--- src/design/rpg_pkg.sv ---
// Shared types, constants and the color wheel function of the rainbow pattern generator.
`timescale 1ns / 1ps

package rpg_pkg;

  // Field widths of the words on the streams and the configuration port.
  localparam int MS_W       = 8;
  localparam int INTERVAL_W = 16;
  localparam int PIXCNT_W   = 7;
  localparam int PATTERN_W  = 2;
  localparam int IDX_W      = 6;
  localparam int COLOR_W    = 8;
  localparam int HUE_W      = 8;
  localparam int ELAPSED_W  = 17;
  localparam int SIZE_W     = 5;
  localparam int CFG_IDX_W  = 2;
  localparam int CFG_DATA_W = 16;
  localparam int OUT_DATA_W = 32;

  // Strip length limit; the pixel index field holds indexes 0 to 63.
  localparam int MAX_PIXELS = 64;
  localparam int MIN_PIXELS = 2;

  localparam logic [ELAPSED_W-1:0] ELAPSED_MAX = '1;

  // Reset values of the configuration registers.
  localparam logic [INTERVAL_W-1:0] INTERVAL_RST = 16'd20;
  localparam logic [PIXCNT_W-1:0]   PIXCNT_RST   = 7'd64;

  // Configuration register indexes.
  localparam logic [CFG_IDX_W-1:0] REG_INTERVAL = 2'd0;
  localparam logic [CFG_IDX_W-1:0] REG_PIXCNT   = 2'd1;
  localparam logic [CFG_IDX_W-1:0] REG_PATTERN  = 2'd2;

  // Pattern codes as written to the pattern register.
  localparam logic [PATTERN_W-1:0] PAT_SPREAD = 2'd0;
  localparam logic [PATTERN_W-1:0] PAT_MIRROR = 2'd2;

  // Wheel segment bounds.
  localparam logic [HUE_W-1:0] SEG1 = 8'd85;
  localparam logic [HUE_W-1:0] SEG2 = 8'd170;
  localparam logic [COLOR_W-1:0] FULL = 8'd255;

  typedef enum logic [1:0] {
    MODE_SPREAD,
    MODE_PLAIN,
    MODE_MIRROR
  } mode_t;

  typedef enum logic [1:0] {
    SEQ_IDLE,
    SEQ_CALC,
    SEQ_DIV,
    SEQ_PUSH
  } seq_state_t;

  typedef struct packed {
    logic [COLOR_W-1:0] red;
    logic [COLOR_W-1:0] green;
    logic [COLOR_W-1:0] blue;
  } rgb_t;

  // Frame request from the timing front end to the sequencer.
  typedef struct packed {
    logic                start;
    logic [PIXCNT_W-1:0] n;
    mode_t               mode;
    logic [SIZE_W-1:0]   size;
  } frame_req_t;

  // Three-segment color wheel.
  function automatic rgb_t wheel(input logic [HUE_W-1:0] hue);
    rgb_t              c;
    logic [HUE_W-1:0]  h;
    logic [COLOR_W-1:0] h3;
    if (hue < SEG1) begin
      h = hue;
    end else if (hue < SEG2) begin
      h = hue - SEG1;
    end else begin
      h = hue - SEG2;
    end
    h3 = COLOR_W'({h, 1'b0}) + h;
    if (hue < SEG1) begin
      c.red   = h3;
      c.green = FULL - h3;
      c.blue  = '0;
    end else if (hue < SEG2) begin
      c.red   = FULL - h3;
      c.green = '0;
      c.blue  = h3;
    end else begin
      c.red   = '0;
      c.green = h3;
      c.blue  = FULL - h3;
    end
    return c;
  endfunction

endpackage

--- src/design/rpg_divider.sv ---
// Bit-serial restoring divider that forms i*256/n, one quotient bit per cycle.
`timescale 1ns / 1ps

module rpg_divider (
  input  logic                           clk,
  input  logic                           rst_n,
  input  logic                           start,
  input  logic [rpg_pkg::IDX_W-1:0]      numer,
  input  logic [rpg_pkg::PIXCNT_W-1:0]   denom,
  output logic                           done,
  output logic [rpg_pkg::HUE_W-1:0]      quot
);

  localparam int CNT_W = $clog2(rpg_pkg::HUE_W);

  logic                          busy_r;
  logic                          done_r;
  logic [CNT_W-1:0]              cnt_r;
  logic [rpg_pkg::IDX_W-1:0]     rem_r;
  logic [rpg_pkg::PIXCNT_W-1:0]  den_r;
  logic [rpg_pkg::HUE_W-1:0]     q_r;

  logic [rpg_pkg::PIXCNT_W-1:0]  shifted;
  logic [rpg_pkg::PIXCNT_W-1:0]  diff;
  logic                          ge;

  // The remainder stays below n, so doubling it fits in seven bits.
  assign shifted = {rem_r, 1'b0};
  assign ge      = (shifted >= den_r);
  assign diff    = shifted - den_r;

  always_ff @(posedge clk) begin
    if (!rst_n) begin
      busy_r <= 1'b0;
      done_r <= 1'b0;
    end else begin
      done_r <= 1'b0;
      if (start) begin
        busy_r <= 1'b1;
        cnt_r  <= '0;
        rem_r  <= numer;
        den_r  <= denom;
      end else if (busy_r) begin
        rem_r <= ge ? diff[rpg_pkg::IDX_W-1:0] : shifted[rpg_pkg::IDX_W-1:0];
        q_r   <= {q_r[rpg_pkg::HUE_W-2:0], ge};
        cnt_r <= cnt_r + 1'b1;
        if (cnt_r == CNT_W'(rpg_pkg::HUE_W - 1)) begin
          busy_r <= 1'b0;
          done_r <= 1'b1;
        end
      end
    end
  end

  assign done = done_r;
  assign quot = q_r;

endmodule

--- src/design/rpg_sequencer.sv ---
// Frame sequencer: walks the pixels of a frame, forms hues and holds the output word.
`timescale 1ns / 1ps

module rpg_sequencer (
  input  logic                              clk,
  input  logic                              rst_n,
  input  rpg_pkg::frame_req_t               req,
  output logic                              idle,
  output logic                              out_tvalid,
  input  logic                              out_tready,
  output logic [rpg_pkg::IDX_W-1:0]         out_idx,
  output rpg_pkg::rgb_t                     out_rgb,
  output logic                              out_tlast
);

  rpg_pkg::seq_state_t              state_r, state_nxt;
  logic [rpg_pkg::PIXCNT_W-1:0]     n_r, n_nxt;
  rpg_pkg::mode_t                   mode_r, mode_nxt;
  logic [rpg_pkg::SIZE_W-1:0]       size_r, size_nxt;
  logic [rpg_pkg::IDX_W-1:0]        i_r, i_nxt;
  logic                             second_r, second_nxt;
  logic [rpg_pkg::HUE_W-1:0]        hue_r, hue_nxt;
  logic [rpg_pkg::IDX_W-1:0]        idx_r, idx_nxt;
  logic [rpg_pkg::HUE_W-1:0]        phase_r, phase_nxt;
  logic                             out_valid_r, out_valid_nxt;
  logic [rpg_pkg::IDX_W-1:0]        out_idx_r, out_idx_nxt;
  rpg_pkg::rgb_t                    out_rgb_r, out_rgb_nxt;
  logic                             out_last_r, out_last_nxt;

  logic                             div_start;
  logic                             div_done;
  logic [rpg_pkg::HUE_W-1:0]        div_quot;
  logic                             out_free;
  logic                             push_last;
  logic [rpg_pkg::IDX_W-1:0]        mirror_idx;

  rpg_divider u_div (
    .clk   (clk),
    .rst_n (rst_n),
    .start (div_start),
    .numer (i_r),
    .denom (n_r),
    .done  (div_done),
    .quot  (div_quot)
  );

  assign out_free   = !out_valid_r || out_tready;
  assign mirror_idx = {size_r, 1'b0} - i_r;
  assign push_last  = (mode_r == rpg_pkg::MODE_MIRROR)
                    ? (second_r && (i_r == {1'b0, size_r - 1'b1}))
                    : ({1'b0, i_r} == n_r - 1'b1);

  always_ff @(posedge clk) begin
    if (!rst_n) begin
      state_r     <= rpg_pkg::SEQ_IDLE;
      phase_r     <= '0;
      out_valid_r <= 1'b0;
    end else begin
      state_r     <= state_nxt;
      phase_r     <= phase_nxt;
      out_valid_r <= out_valid_nxt;
    end
  end

  always_ff @(posedge clk) begin
    n_r        <= n_nxt;
    mode_r     <= mode_nxt;
    size_r     <= size_nxt;
    i_r        <= i_nxt;
    second_r   <= second_nxt;
    hue_r      <= hue_nxt;
    idx_r      <= idx_nxt;
    out_idx_r  <= out_idx_nxt;
    out_rgb_r  <= out_rgb_nxt;
    out_last_r <= out_last_nxt;
  end

  always_comb begin
    state_nxt     = state_r;
    n_nxt         = n_r;
    mode_nxt      = mode_r;
    size_nxt      = size_r;
    i_nxt         = i_r;
    second_nxt    = second_r;
    hue_nxt       = hue_r;
    idx_nxt       = idx_r;
    phase_nxt     = phase_r;
    out_valid_nxt = out_valid_r && !out_tready;
    out_idx_nxt   = out_idx_r;
    out_rgb_nxt   = out_rgb_r;
    out_last_nxt  = out_last_r;
    div_start     = 1'b0;

    unique case (state_r)
      rpg_pkg::SEQ_IDLE: begin
        if (req.start) begin
          n_nxt      = req.n;
          mode_nxt   = req.mode;
          size_nxt   = req.size;
          i_nxt      = '0;
          second_nxt = 1'b0;
          // A mirrored frame on a very short strip writes nothing but still advances.
          if ((req.mode == rpg_pkg::MODE_MIRROR) && (req.size == '0)) begin
            phase_nxt = phase_r + 1'b1;
          end else begin
            state_nxt = rpg_pkg::SEQ_CALC;
          end
        end
      end
      rpg_pkg::SEQ_CALC: begin
        idx_nxt = i_r;
        if (mode_r == rpg_pkg::MODE_SPREAD) begin
          div_start = 1'b1;
          state_nxt = rpg_pkg::SEQ_DIV;
        end else begin
          hue_nxt   = {2'b00, i_r} + phase_r;
          state_nxt = rpg_pkg::SEQ_PUSH;
        end
      end
      rpg_pkg::SEQ_DIV: begin
        if (div_done) begin
          hue_nxt   = div_quot + phase_r;
          state_nxt = rpg_pkg::SEQ_PUSH;
        end
      end
      rpg_pkg::SEQ_PUSH: begin
        if (out_free) begin
          out_valid_nxt = 1'b1;
          out_idx_nxt   = idx_r;
          out_rgb_nxt   = rpg_pkg::wheel(hue_r);
          out_last_nxt  = push_last;
          if ((mode_r == rpg_pkg::MODE_MIRROR) && !second_r) begin
            idx_nxt    = mirror_idx;
            second_nxt = 1'b1;
          end else if (push_last) begin
            phase_nxt = phase_r + 1'b1;
            state_nxt = rpg_pkg::SEQ_IDLE;
          end else begin
            i_nxt      = i_r + 1'b1;
            second_nxt = 1'b0;
            state_nxt  = rpg_pkg::SEQ_CALC;
          end
        end
      end
      default: begin
        state_nxt = rpg_pkg::SEQ_IDLE;
      end
    endcase
  end

  assign idle       = (state_r == rpg_pkg::SEQ_IDLE);
  assign out_tvalid = out_valid_r;
  assign out_idx    = out_idx_r;
  assign out_rgb    = out_rgb_r;
  assign out_tlast  = out_last_r;

  a_div_done_in_div: assert property (@(posedge clk) disable iff (!rst_n)
    div_done |-> (state_r == rpg_pkg::SEQ_DIV))
    else $error("divider finished outside of the divide state");

  a_start_when_idle: assert property (@(posedge clk) disable iff (!rst_n)
    req.start |-> (state_r == rpg_pkg::SEQ_IDLE))
    else $error("frame request while a frame is in progress");

  a_phase_steps: assert property (@(posedge clk) disable iff (!rst_n)
    (phase_r != $past(phase_r)) |-> (phase_r == $past(phase_r) + 1'b1))
    else $error("hue phase moved by other than one");

  a_last_leaves: assert property (@(posedge clk) disable iff (!rst_n)
    ((state_r == rpg_pkg::SEQ_PUSH) && out_free && push_last
      && !((mode_r == rpg_pkg::MODE_MIRROR) && !second_r))
    |=> (state_r == rpg_pkg::SEQ_IDLE) && out_tlast && out_tvalid)
    else $error("frame end word did not close the frame");

endmodule

--- src/design/rainbow_pattern_generator.sv ---
// Top level of the rainbow pattern generator: configuration, elapsed-time count and sequencer.
`timescale 1ns / 1ps

// Channel   Direction  Word contents (lowest bit first)              Handshake
// in_       slave      tdata: ms_passed[7:0]                         tvalid/tready
// out_      master     tdata: pixel_index, red, green, blue, 2 zero  tvalid/tready,
//                      bits; tlast: frame_end                        tlast
// cfg_      write      cfg_index selects the register, cfg_wdata     cfg_we
//
// An input word is taken whenever the sequencer is idle. A spread frame runs a calculation,
// a divide on the 8-step serial divider and a push per pixel, a plain frame a calculation and
// a push per pixel, and a mirrored pair one calculation and a push for each of its pixels;
// in_tready stays low until the last pixel is in the output register. Stalls on out_tready
// hold the sequencer in place. Reset is synchronous and active low; it restores the register
// defaults and clears the elapsed count and the hue phase. No clearing pass is needed.

module rainbow_pattern_generator (
  input  logic                              clk,
  input  logic                              rst_n,
  // Input stream.
  input  logic                              in_tvalid,
  output logic                              in_tready,
  input  logic [7:0]                        in_tdata,   // ms_passed[7:0]
  // Result stream.
  output logic                              out_tvalid,
  input  logic                              out_tready,
  output logic [rpg_pkg::OUT_DATA_W-1:0]    out_tdata,  // pixel_index[5:0], red[13:6],
                                                        // green[21:14], blue[29:22]
  output logic                              out_tlast,  // frame_end
  // Configuration write port.
  input  logic                              cfg_we,
  input  logic [rpg_pkg::CFG_IDX_W-1:0]     cfg_index,
  input  logic [rpg_pkg::CFG_DATA_W-1:0]    cfg_wdata
);

  logic [rpg_pkg::INTERVAL_W-1:0] interval_r;
  logic [rpg_pkg::PIXCNT_W-1:0]   pixcnt_r;
  logic [rpg_pkg::PATTERN_W-1:0]  pattern_r;
  logic [rpg_pkg::ELAPSED_W-1:0]  elapsed_r, elapsed_nxt;

  logic                           in_accept;
  logic                           seq_idle;
  logic [rpg_pkg::ELAPSED_W:0]    sum_wide;
  logic [rpg_pkg::ELAPSED_W-1:0]  sum_sat;
  logic                           fire;
  logic [rpg_pkg::PIXCNT_W-1:0]   n_clamped;
  logic [rpg_pkg::PIXCNT_W-2:0]   half_minus;
  rpg_pkg::mode_t                 mode;
  rpg_pkg::frame_req_t            req;
  logic [rpg_pkg::IDX_W-1:0]      px_idx;
  rpg_pkg::rgb_t                  px_rgb;

  // The block takes a new time report only when no frame is being produced.
  assign in_tready = seq_idle;
  assign in_accept = in_tvalid && in_tready;

  // Registers are written whenever the enable is high; unknown indexes are dropped.
  always_ff @(posedge clk) begin
    if (!rst_n) begin
      interval_r <= rpg_pkg::INTERVAL_RST;
      pixcnt_r   <= rpg_pkg::PIXCNT_RST;
      pattern_r  <= rpg_pkg::PAT_SPREAD;
    end else if (cfg_we) begin
      unique case (cfg_index)
        rpg_pkg::REG_INTERVAL: interval_r <= cfg_wdata;
        rpg_pkg::REG_PIXCNT:   pixcnt_r   <= cfg_wdata[rpg_pkg::PIXCNT_W-1:0];
        rpg_pkg::REG_PATTERN:  pattern_r  <= cfg_wdata[rpg_pkg::PATTERN_W-1:0];
        default: ;
      endcase
    end
  end

  // Elapsed time saturates at the top of its range. A frame fires when the
  // new count is strictly above the interval, and then the count restarts.
  assign sum_wide = {1'b0, elapsed_r} + (rpg_pkg::ELAPSED_W + 1)'(in_tdata);
  assign sum_sat  = sum_wide[rpg_pkg::ELAPSED_W] ? rpg_pkg::ELAPSED_MAX
                                                 : sum_wide[rpg_pkg::ELAPSED_W-1:0];
  assign fire     = in_accept && (sum_sat > {1'b0, interval_r});

  always_comb begin
    elapsed_nxt = elapsed_r;
    if (in_accept) begin
      elapsed_nxt = fire ? '0 : sum_sat;
    end
  end

  always_ff @(posedge clk) begin
    if (!rst_n) begin
      elapsed_r <= '0;
    end else begin
      elapsed_r <= elapsed_nxt;
    end
  end

  // Strip length is held between two pixels and the strip limit.
  always_comb begin
    if (pixcnt_r < rpg_pkg::PIXCNT_W'(rpg_pkg::MIN_PIXELS)) begin
      n_clamped = rpg_pkg::PIXCNT_W'(rpg_pkg::MIN_PIXELS);
    end else if (pixcnt_r > rpg_pkg::PIXCNT_W'(rpg_pkg::MAX_PIXELS)) begin
      n_clamped = rpg_pkg::PIXCNT_W'(rpg_pkg::MAX_PIXELS);
    end else begin
      n_clamped = pixcnt_r;
    end
  end

  // Every pattern code other than spread and mirror behaves as the plain rainbow.
  always_comb begin
    if (pattern_r == rpg_pkg::PAT_SPREAD) begin
      mode = rpg_pkg::MODE_SPREAD;
    end else if (pattern_r == rpg_pkg::PAT_MIRROR) begin
      mode = rpg_pkg::MODE_MIRROR;
    end else begin
      mode = rpg_pkg::MODE_PLAIN;
    end
  end

  // Mirror half size is n/2 - 1; it is zero for strips shorter than four pixels.
  assign half_minus = n_clamped[rpg_pkg::PIXCNT_W-1:1] - 1'b1;

  always_comb begin
    req.start = fire;
    req.n     = n_clamped;
    req.mode  = mode;
    req.size  = (n_clamped < 7'd4) ? '0 : half_minus[rpg_pkg::SIZE_W-1:0];
  end

  rpg_sequencer u_seq (
    .clk        (clk),
    .rst_n      (rst_n),
    .req        (req),
    .idle       (seq_idle),
    .out_tvalid (out_tvalid),
    .out_tready (out_tready),
    .out_idx    (px_idx),
    .out_rgb    (px_rgb),
    .out_tlast  (out_tlast)
  );

  assign out_tdata = {2'b00, px_rgb.blue, px_rgb.green, px_rgb.red, px_idx};

  a_no_fire_when_busy: assert property (@(posedge clk) disable iff (!rst_n)
    fire |-> seq_idle)
    else $error("frame fired while the sequencer was busy");

  a_fire_clears: assert property (@(posedge clk) disable iff (!rst_n)
    fire |=> (elapsed_r == '0))
    else $error("elapsed count not cleared after a frame");

  a_count_holds: assert property (@(posedge clk) disable iff (!rst_n)
    !in_accept |=> $stable(elapsed_r))
    else $error("elapsed count changed without an input word");

endmodule
--- config.mk ---
export PLATFORM = sky130hd
export DESIGN_NAME = rainbow_pattern_generator
export DESIGN_NICKNAME = d
export VERILOG_FILES = /design/src/design/rpg_pkg.sv /design/src/design/rpg_divider.sv /design/src/design/rpg_sequencer.sv /design/src/design/rainbow_pattern_generator.sv
export SDC_FILE = /design/constraint.sdc
export NUM_CORES = 1
export LEC_CHECK = 0
export BUFFER_PORTS_ARGS = -buffer_cell sky130_fd_sc_hd__buf_2
export CAP_MARGIN = 20
export CORE_AREA = 2 2 120 122
export CTS_BUF_LIST = sky130_fd_sc_hd__clkbuf_4 sky130_fd_sc_hd__clkbuf_8
export DETAILED_ROUTE_END_ITERATION = 12
export DIE_AREA = 0 0 122 124
export GPL_TIMING_DRIVEN = 0
export PLACE_DENSITY = 0.89
export REMOVE_ABC_BUFFERS = 1
export SLEW_MARGIN = 20
export SYNTH_ARGS = -nofsm -noshare
export SYNTH_HDL_FRONTEND = slang
export SYNTH_SLANG_ARGS = --single-unit
--- constraint.sdc ---
create_clock -name clk -period 5.5 [get_ports clk]
set_clock_uncertainty 0.2 [all_clocks]
set_input_delay 1.1 -clock clk [delete_from_list [all_inputs] [get_ports clk]]
set_output_delay 1.1 -clock clk [all_outputs]
set_load 0.02 [all_outputs]
# Word level (Yosys, flattened, before mapping)
# Index checks and enable logic that the tools add are counted.
# word_totals
reg_bits,145
input_bits,31
# op_classes
add_sub_neg,15
magnitude_cmp,7
n_eq_ne,22
mux,56
n_bitwise,3
n_reduce_logical,34
# ops
operator,n
$mux W8,11
$mux W6,9
$mux W24,2
$mux W17,2
$pmux W8 S2,2
$pmux W6 S2,2
$add A17 B8 Y18,1
$gt A17 B16 Y1,1
$add A8 B8 Y8,2
$mux W1,15
$mux W2,7
$mux W7,2
$reduce_and A2 Y1,7
$eq A2 B2 Y1 const B,6
$sub A6 B6 Y6,2
$ne A2 B1 Y1 const B,5
$ne A2 B2 Y1 const B,5
$reduce_and A5 Y1,2
$sub A5 B1 Y5 const B,2
$reduce_and A3 Y1,3
$add A6 B8 Y8,1
$add A8 B1 Y8 const B,1
$logic_not A2 Y1,4
$lt A8 B7 Y1 const B,1
29 further kinds,42

# Logic depth before layout (Yosys ltp)
# Gate-level depths: netlist of run 1.
# depth
ltp_word,10
depth_mapped,20
ltp_nobuf,19

# By module
# Synthesis of run 1 repeated with hierarchy kept, for this count alone.
# unflattened
hier_cells,876
hier_area_um2,8757.1
# by_module_without_submodules
mod,instances,cells_each,area_per_inst_um2
rpg_sequencer,1,439,4675.7
rainbow_pattern_generator,1,338,2824.0
rpg_divider,1,99,1257.5

# Least setup slack after synthesis of run 1
# No wires, ideal clock.
# synth_timing
path_kind,input to register
start,in in_tdata[0]
end,reg u_seq.phase_r[3] (netlist bit)
t_arrival_ps,4762
setup_slack_ps,468
cell_stages,17
n_path_buf,0
cell_sequence,ha_1 > fa_1 > a211oi_1 > nor2_1 > o21a_1 > and3_1 > nand3_1 > xor2_1 > nand2_1 > ha_1 > nand3_1 > o21bai_1 > a22o_2 > o2111a_1 > o31a_4 > or4_1 > a21oi_1
# synth_via
elab_chain_cells,6
# synth_rtl
item,line,rtl
"start, declared",rainbow_pattern_generator.sv:23,"input logic [7:0] in_tdata,"
$add A17 B8 Y18,rainbow_pattern_generator.sv:75,"assign sum_wide = {1'b0, elapsed_r} + (rpg_pkg::ELAPSED_W + 1)'(in_tdata);"
$mux W17,rainbow_pattern_generator.sv:76,assign sum_sat = sum_wide[rpg_pkg::ELAPSED_W] ? rpg_pkg::ELAPSED_MAX
$gt A17 B16 Y1,rainbow_pattern_generator.sv:78,"assign fire = in_accept && (sum_sat > {1'b0, interval_r});"
$logic_and A1 B1 Y1,rainbow_pattern_generator.sv:78,
$ne A2 B1 Y1 (no line),n/a,
$reduce_and A6 Y1 (no line),n/a,
"end signal, assigned",rpg_sequencer.sv:60,phase_r <= phase_nxt;
"end, declared",rpg_sequencer.sv:24,"logic [rpg_pkg::HUE_W-1:0] phase_r, phase_nxt;"
# Every way passes these cells.
# A chain may end at the register's enable or synchronous reset.

# Final worst setup path of run 1
# layout_timing
start,in in_tdata[0]
end,reg u_seq.phase_r[5] (netlist bit)
# The elaborated chain is that of the path after synthesis.

==> results of run 1 <==
-- cells in the final DEF, fill, tap and decap left out, types with 17 or more instances in the layout --
cell	netlist	layout
nand2_1	108	107
edfxtp_1	90	90
ha_1	79	79
inv_1	69	69
a21oi_1	66	66
buf_2	3	63
nor2_1	61	61
dfxtp_1	55	55
xnor2_1	33	33
o21ai_0	30	30
xor2_1	20	20
mux2i_1	18	18
nand3_1	18	18
clkbuf_8	1	17
-- per-layer routing --
layer | share of wire, % | vias to the layer above
li1 | - | 3194
met1 | 42 | 3029
met2 | 49 | 201
met3 | 5.7 | 47
met4 | 2.9 | 0
met5 | 0 | -
-- path summary, 6_finish.rpt --
kind,from,cells past startpoint,slack (ps),endpoint
worst max-delay path,in_tdata[0],18,130,u_seq.phase_r[5]
worst min-delay path,u_seq.idx_r[5],0,230,u_seq.out_idx[5]
worst max register to register,elapsed_r[0],17,580,u_seq.phase_r[5]
worst min register to register,u_seq.idx_r[5],0,230,u_seq.out_idx[5]
-- area by class of cell --
cell class                 count  share of cell area, %
multi-input combinational    626                  46.28
sequential                   145                  40.36
timing repair buffer          65                  3.624
inverter                      71                  2.828
clock buffer                  17                  2.482
tap                          180                  2.389
clock inverter                15                  2.044
-- timing repair --
item	4_1_cts	5_1_grt
resized for setup	0	4
hold endpoints to repair	0	0
endpoints found under the setup margin	0	24
buffers inserted	0	0
-- sequential cells by signal, indices dropped and copies added, names as in the netlist, 7 cells and up --
signal	cells
elapsed_r	17
interval_r	16
pixcnt_r	7
u_seq.hue_r	8
u_seq.n_r	7
u_seq.out_rgb	24
u_seq.phase_r	8
u_seq.u_div.den_r	7
u_seq.u_div.quot	8
-- metrics by stage --
step | setup WS, ps | util [%]
3_3_place_gp | -690.4 | 65.18
5_1_grt | 32.14 | 68.70
6_report | 134.6 | 68.70
4_1_cts | 170.0 | 68.55
2_1_floorplan | 281.2 | -
3_5_place_dp | -254.8 | 65.44
-- where the power goes --
part / leakage [nW] / switching (mW) / internal (mW)
registers: 1.27 / 0.193 / 1.56
logic: 2.47 / 1.66 / 1.18
clock network: 0.205 / 0.410 / 0.490
-- kinds of logic after synthesis --
logic type / count (synthesis)
other: 1
flip-flops: 145
adder cells (fa/ha/maj): 84
XOR/XNOR: 53
multiplexers: 22
AND/OR/NAND/NOR: 272
AO/OA/AOI/OAI: 193
buffers and inverters: 105
==> impl_metrics.py, run 1 <==
metrics = {
    "layout": {
        "regArea_sq_um": 3804,
        "multiInputGateArea_sq_um": 4362,
        "diodes": 0,
        "syn2layout_area_growth_pct": 9.971,
        "stdcell_count": 1119,
        "fin_area_sq_um": 9425,
        "fill_cells": 1031,
        "nNetsFinal": 1041,
        "drive_above_1_share_pct": 12.46,
    },
    "detailed_routing": {
        "drc": 0,
        "ant_nets": 0,
        "totalWireLength_microns": 17320,
        "drt-vias-per-instance": 5.783,
        "wl_per_cell_microns": 15.48,
        "drt_pass1_iterations": 5,
        "num_vias": 6471,
        "drt_first_iter_violations": 333,
    },
    "yosys": {
        "ys_async_sr_fraction_pct": 0,
        "synth_area_leaders": "edfxtp_1, dfxtp_1, ha_1, nand2_1, a21oi_1",
        "synth-edff-count": 90,
        "ys_ff_latch": 145,
        "synthMuxAreaShare_pct": 2.628,
        "synthXorXnorAreaFrac_pct": 5.416,
        "synth-simple-area-share_pct": 15.15,
        "avgSynthCellArea_sq_um": 9.795,
        "yosys.cell_types.count": 74,
        "synthAdderAreaFrac_pct": 12.70,
        "yosysWarnings": 0,
        "synth_top_family_by_area": "simple AND/OR/NAND/NOR gates",
        "syn_inst": 875,
        "ys_seq_area_share_pct": 44.38,
        "synth_compound_area_share_pct": 14.55,
        "synthDominantCellAreaShare_pct": 31.53,
        "ys.flop_type": "edfxtp_1",
        "synth_top_cell_by_area": "edfxtp_1",
        "synth_common_cells": "nand2_1, edfxtp_1, ha_1",
        "syn-cell-area_sq_um": 8571,
        "synth_most_common_cell": "nand2_1",
    },
    "cts": {
        "cts_root_buf": "clkbuf_8",
        "cts_buffers": 17,
        "cts_max_level": 4,
        "cts_tree": "built",
        "cts.reportedPaths.clkPinSlew_ps": 80,
        "insertion_delay_ps": 450,
        "holdBufCountCts": 0,
        "cts_buffer_depth": 2,
        "clkSinkCount": 145,
    },
    "global_routing": {
        "grt_max_degree": 32,
        "antenna_found_initial": 1,
        "grt_overflow_total": 0,
        "grt_pass1_wl_microns": 28410,
        "grt_pass1_vias": 6197,
        "busiest_layer": "met2",
        "met3_usage_pct": 5.082,
        "grt_use_met1_pct": 28.86,
        "grt_use_total_pct": 24.05,
        "grt.met2_usage_pct": 41.27,
    },
    "pwr": {
        "design_power_total_mw": 5.493,
        "ir_drop_uv": 356.5,
        "leakagePower_nw": 3.950,
        "powerDensity_nw_per_um2": 582.8,
    },
    "placed_design": {
        "place_area_sq_um": 8979,
        "finalWeightedCongestion": 0.9324,
        "io_buffer_count": 63,
        "post-place-cells": 1087,
        "hpwl_microns": 12480,
    },
    "timing": {
        "grt_setup_unrepaired": "false",
        "relSlewSlack_pct": 29.23,
        "finalCritPeriodShare_pct": 97.55,
        "timing.final.crit_period_ps": 5365,
        "drv_slew": 0,
        "tightest_slew_ps": 1062,
        "setup_viol": 0,
        "finalHoldViolations": 0,
        "timing.setup.tns_ps": 0,
        "holdWs_ps": 232.8,
        "fmaxAchievable_mhz": 186.4,
    },
    "critical_path": {
        "worst-path-buf-inv": 1,
        "crit_type": "in -> reg",
        "slowest_delay_ps": 520,
        "startpoint_type": "input pin",
        "crit_fanout": 16,
        "crit_arrival_ps": 5530,
        "cpLargestDelayFamily": "compound AO/OA/AOI/OAI gates",
        "critPathRequiredTime_ps": 5660,
        "crit_chain": "buf_2, ha_1, fa_1, a211oi_1, nor2_1, o21a_1, and3_1, nand3_1, xor2_1, nand2_1, ha_1, nand3_1, nor2_1, o21ai_0, o2111a_1, o31a_4, or4_1, a21oi_1",
        "worst_setup_path_end_kind": "flip-flop",
        "cpMaxStageDelayCell": "or4_1",
    },
    "die": {
        "io_pins": 66,
        "die-area_sq_um": 15130,
        "start_util_pct": 62.47,
        "core_sq_um": 13720,
        "die_h_microns": 124,
        "dieWidth_microns": 122,
        "row_count": 43,
    },
    "run": {
        "drv_cap": 0,
    },
    "status": {
        "status": "complete, no violations",
    },
    "min_path": {
        "min_path_type": "reg -> reg",
    },
}
No activity file was read; power rests on OpenSTA's default activity.
==> run 2: changes to the inputs <==
- PLACE_DENSITY: 0.89 -> 0.84
==> run 2 against run 1 <==
Maximum frequency increased by 1.7%. Flip-flop and latch count did not move. Count of clock-buffer cells in the layout stayed put. Global-route usage decreased by 0.32 points. Sequential share of layout area rose by 0.059 points. Via count barely moved. Largest power group unchanged. Critical path depth stayed put. Largest cell class unchanged. Highest routed layer unchanged. Core utilization down 0.10 points. Final area is 0.15% lower. Cell count increased by 0.18%. Hold slack worse by 9.8 ps.
==> impl_metrics.py, run 2 (same netlist as run 1, synthesis figures left out) <==
metrics = {
    "status": {
        "status": "complete, no violations",
    },
    "timing": {
        "drv_slew": 0,
        "setup_viol": 0,
        "finalHoldViolations": 0,
        "fmaxAchievable_mhz": 189.5,
        "relSlewSlack_pct": 28.65,
        "timing.final.crit_period_ps": 5278,
        "tightest_slew_ps": 1070,
        "finalCritPeriodShare_pct": 95.97,
        "holdWs_ps": 222.9,
        "grt_setup_unrepaired": "false",
    },
    "min_path": {
        "min_path_type": "reg -> reg",
        "holdPathStages": 0,
    },
    "layout": {
        "nNetsFinal": 1043,
        "final_cell_mix": "nand2_1, edfxtp_1, ha_1",
        "stdcell_count": 1121,
        "diodes": 0,
        "largest_reg_flops": 24,
        "final_common_cell": "nand2_1",
        "fin_area_sq_um": 9412,
        "syn2layout_area_growth_pct": 9.810,
        "drive_above_1_share_pct": 12.65,
    },
    "cts": {
        "cts.reportedPaths.clkPinSlew_ps": 80,
        "cts_buffers": 17,
        "insertion_delay_ps": 460,
        "cts_max_level": 4,
        "holdBufCountCts": 0,
        "cts_buffer_depth": 2,
        "cts_root_buf": "clkbuf_8",
        "cts_resized": 0,
        "cts_setup_buffers": 0,
        "clkSinkCount": 145,
        "cts_tree": "built",
    },
    "detailed_routing": {
        "totalWireLength_microns": 17050,
        "drt_pass1_iterations": 5,
        "ant_nets": 0,
        "drt_first_iter_violations": 333,
        "wl_per_cell_microns": 15.21,
        "drt-vias-per-instance": 5.777,
        "num_vias": 6476,
        "drc": 0,
    },
    "critical_path": {
        "cp.depth": 18,
        "crit_fanout": 16,
        "critPathRequiredTime_ps": 5670,
        "reg2reg_slack_ps": 660,
        "cpLargestDelayFamily": "compound AO/OA/AOI/OAI gates",
        "crit_chain": "buf_2, ha_1, fa_1, a211oi_1, nor2_1, o21a_1, and3_1, nand3_1, xor2_1, nand2_1, ha_1, nand3_1, nor2_1, o21ai_0, o2111a_1, o31a_4, or4_1, a21oi_1",
        "crit_arrival_ps": 5440,
        "cpMaxStageDelayCell": "or4_1",
        "reg2reg_depth": 17,
        "crit_type": "in -> reg",
        "slowest_delay_ps": 520,
        "startpoint_type": "input pin",
        "worst-path-buf-inv": 1,
        "worst_setup_path_end_kind": "flip-flop",
    },
    "placed_design": {
        "post-place-cells": 1089,
        "finalWeightedCongestion": 0.9316,
        "hpwl_microns": 12460,
        "io_buffer_count": 63,
        "place_area_sq_um": 9010,
    },
    "global_routing": {
        "grt_use_met1_pct": 28.63,
        "busiest_layer": "met2",
        "met3_usage_pct": 4.945,
        "grt_overflow_total": 0,
        "antenna_found_initial": 0,
        "grt_pass1_vias": 6147,
        "grt_pass1_wl_microns": 28180,
        "grt.met2_usage_pct": 41.03,
        "grt_use_total_pct": 23.72,
        "grt_max_degree": 32,
    },
    "die": {
        "dieWidth_microns": 122,
        "die_h_microns": 124,
        "row_count": 43,
        "core_sq_um": 13720,
        "io_pins": 66,
        "start_util_pct": 62.47,
        "die-area_sq_um": 15130,
    },
    "pwr": {
        "leakagePower_nw": 3.953,
        "ir_drop_uv": 346.4,
        "powerDensity_nw_per_um2": 571.7,
    },
    "run": {
        "drv_cap": 0,
    },
}
## run 2: cell types whose count changed in the layout (fill, tap and decap cells not counted), sizes merged
cell / previous run / this run
bufinv: 4 / 2
clkinvlp: 4 / 3
inv: 69 / 72
buf: 65 / 67
## run 2: power breakdown
| group | internal, mW | total (mW) | switching (mW) |
|---|---|---|---|
| registers | 1.56 | 1.76 | 0.198 |
| clock network | 0.406 | 0.834 | 0.428 |
| logic | 1.17 | 2.79 | 1.62 |
| total | 3.14 | 5.38 | 2.24 |
## run 2: cell type report
class | instances | area [sq um]
Clock buffer | 17 | 234.0
Clock inverter | 15 | 158.9
Fill cell | 1053 | 4308
Inverter | 71 | 266.5
Multi-Input combinational cell | 626 | 4350
Sequential cell | 145 | 3804
Tap cell | 180 | 225.2
Timing Repair Buffer | 67 | 372.9
## run 2: layer usage
metal  wire (microns)  share of wire (%)
met3              927                5.4
met1             7128                 42
met4              436                2.6
met2             8561                 50
met5                0                  0
## run 2: final timing paths
path | start | endpoint
hold reg to reg | u_seq.idx_r[0] | u_seq.out_idx[0]
setup / recovery | in_tdata[0] | u_seq.phase_r[7]
setup reg to reg | elapsed_r[0] | u_seq.phase_r[7]
hold / removal | u_seq.idx_r[0] | u_seq.out_idx[0]
## run 2: stage by stage
stage          setup TNS [ps]  setup WS, ps  power [mW]  util, %
3_3_place_gp           -26520        -771.9       4.333    65.18
4_1_cts                     0         198.5       5.378    68.54
6_report                    0         221.8       5.380    68.60
5_1_grt                     0         22.74       5.857    68.60
3_5_place_dp            -3889        -237.2       4.531    65.67
2_1_floorplan               0         281.2       3.882        -
==> run 3: changes to the inputs <==
- PLACE_DENSITY: 0.84 -> 0.87
- clock period: 5.5 -> 4.87 ns (I/O delays scaled with it)
==> run 3 against run 2 <==
Global-route usage up 0.82 points. First-iteration DRC count up 31%. Cell count up 0.27%. Sequential share of layout area down 0.48 points. Combinational power up 18%. Wire length up 4.8%. Register-to-register slack worse by 450 ps. Flip-flop and latch count unchanged. Non-clock buffer count up 3. Worst setup slack worse by 120 ps. Hold slack worse by 2.1 ps. Largest cell class unchanged. Critical path depth unchanged.
==> impl_metrics.py, run 3 (same netlist as run 1, synthesis figures left out) <==
metrics = {
    "global_routing": {
        "met3_usage_pct": 5.769,
        "busiest_layer": "met2",
        "grt_max_degree": 37,
        "antenna_found_initial": 0,
        "grt_use_total_pct": 24.55,
        "grt_overflow_total": 0,
        "grt_pass1_vias": 6184,
        "grt.met2_usage_pct": 43.02,
        "grt_pass1_wl_microns": 28990,
        "grt_use_met1_pct": 29.49,
    },
    "detailed_routing": {
        "num_vias": 6515,
        "wl_per_cell_microns": 15.90,
        "drc": 0,
        "drt_first_iter_violations": 435,
        "ant_nets": 0,
        "drt-vias-per-instance": 5.796,
        "drt_pass1_iterations": 5,
        "totalWireLength_microns": 17880,
    },
    "critical_path": {
        "slowest_delay_ps": 530,
        "cpMostUsedCell": "a21oi_2",
        "crit_arrival_ps": 4950,
        "startpoint_type": "input pin",
        "critPathRequiredTime_ps": 5050,
        "crit_chain": "buf_2, ha_2, fa_2, a211oi_4, nor2_2, o21a_1, buf_4, xnor2_1, nand2_1, ha_1, and4_4, nand3_1, a21oi_2, a2111oi_2, o2111a_2, o31a_4, or4_1, a21oi_2",
        "cpLargestDelayFamily": "compound AO/OA/AOI/OAI gates",
        "crit_fanout": 6,
        "worst_setup_path_end_kind": "flip-flop",
        "reg2reg_slack_ps": 210,
        "crit_type": "in -> reg",
        "cpMaxStageDelayCell": "or4_1",
        "worst-path-buf-inv": 2,
    },
    "cts": {
        "cts_root_buf": "clkbuf_8",
        "insertion_delay_ps": 460,
        "cts_max_level": 4,
        "cts_buffers": 17,
        "holdBufCountCts": 0,
        "clkSinkCount": 145,
        "cts_buffer_depth": 2,
        "cts.reportedPaths.clkPinSlew_ps": 70,
        "cts_tree": "built",
    },
    "layout": {
        "fin_util_pct": 69.43,
        "syn2layout_area_growth_pct": 11.14,
        "final_cell_mix": "nand2_1, edfxtp_1, ha_1",
        "largest_reg_flops": 24,
        "drive_above_1_share_pct": 14.30,
        "final_common_cell": "nand2_1",
        "stdcell_count": 1124,
        "nNetsFinal": 1047,
        "diodes": 0,
    },
    "die": {
        "dieWidth_microns": 122,
        "core_sq_um": 13720,
        "die-area_sq_um": 15130,
        "io_pins": 66,
        "row_count": 43,
        "die_h_microns": 124,
        "start_util_pct": 62.47,
    },
    "timing": {
        "drv_slew": 0,
        "timing.final.crit_period_ps": 4766,
        "fmaxAchievable_mhz": 209.8,
        "finalHoldViolations": 0,
        "tightest_slew_ps": 954.8,
        "setup_viol": 0,
        "timing.setup.tns_ps": 0,
        "relSlewSlack_pct": 35.68,
        "finalCritPeriodShare_pct": 97.87,
    },
    "status": {
        "status": "complete, no violations",
    },
    "pwr": {
        "ir_drop_uv": 451.0,
        "powerDensity_nw_per_um2": 659.3,
        "leakagePower_nw": 3.986,
    },
    "placed_design": {
        "hpwl_microns": 12210,
        "finalWeightedCongestion": 0.9346,
        "post-place-cells": 1087,
        "io_buffer_count": 63,
    },
    "run": {
        "drv_cap": 0,
    },
    "min_path": {
        "min_path_type": "reg -> reg",
    },
}
run 3: timing repair:
action                     in CTS  in global routing
setup endpoints to repair      25                 49
setup buffers                   0                  4
gates cloned                    0                  1
resized for setup               6                 15
pin swaps                       1                  4
run 3: final cells by class:
| type | instances | area, sq um |
|---|---|---|
| clock inverter | 12 | 166.4 |
| sequential | 145 | 3804 |
| timing repair buffer | 70 | 392.9 |
| inverter | 71 | 266.5 |
| multi-input combinational | 627 | 4422 |
| fill | 1006 | 4194 |
| clock buffer | 19 | 249.0 |
| tap | 180 | 225.2 |
run 3: report_power, final:
group / leakage [nW] / internal [mW] / total (mW) / switching (mW)
Clock: 0.209 / 0.560 / 1.01 / 0.448
Sequential: 1.27 / 1.76 / 1.99 / 0.228
Combinational: 2.51 / 1.36 / 3.28 / 1.92
Total: 3.99 / 3.68 / 6.28 / 2.60
run 3: worst register-to-register path: cells and delay by family (launching register included):
kind	cells	cell delay [ps]
simple gates	3	370
flops	1	430
xor+xnor	1	290
buf+inv	1	110
compound gates	8	1860
fa+ha+maj	4	1170
run 3: worst paths after layout:
kind,start,to,cells past startpoint
worst min-delay path,u_seq.idx_r[2],u_seq.out_idx[2],0
worst max-delay path,in_tdata[0],u_seq.phase_r[3],18
worst min register to register,u_seq.idx_r[2],u_seq.out_idx[2],0
worst max register to register,u_seq.hue_r[1],u_seq.out_rgb[7],17
run 3: through the flow:
| stage | worst slack [ps] | power (mW) | hold slack (ps) | area [sq um] |
|---|---|---|---|---|
| 6_report | 103.8 | 6.280 | 220.8 | 9525 |
| 5_1_grt | -22.58 | 6.821 | 228.5 | 9525 |
| 4_1_cts | 31.18 | 6.179 | 222.9 | 9410 |
| 3_5_place_dp | -660.2 | 5.111 | 204.5 | 8975 |
| 3_3_place_gp | -1198 | 4.878 | 206.5 | 8942 |
| 2_1_floorplan | -222.8 | 4.384 | 200.3 | 8402 |
run 3: metal layers:
layer | share of wire (%) | up-vias
li1 | - | 3210
met1 | 41 | 3029
met2 | 51 | 237
met3 | 5.9 | 39
met4 | 2.4 | 0
met5 | 0 | -
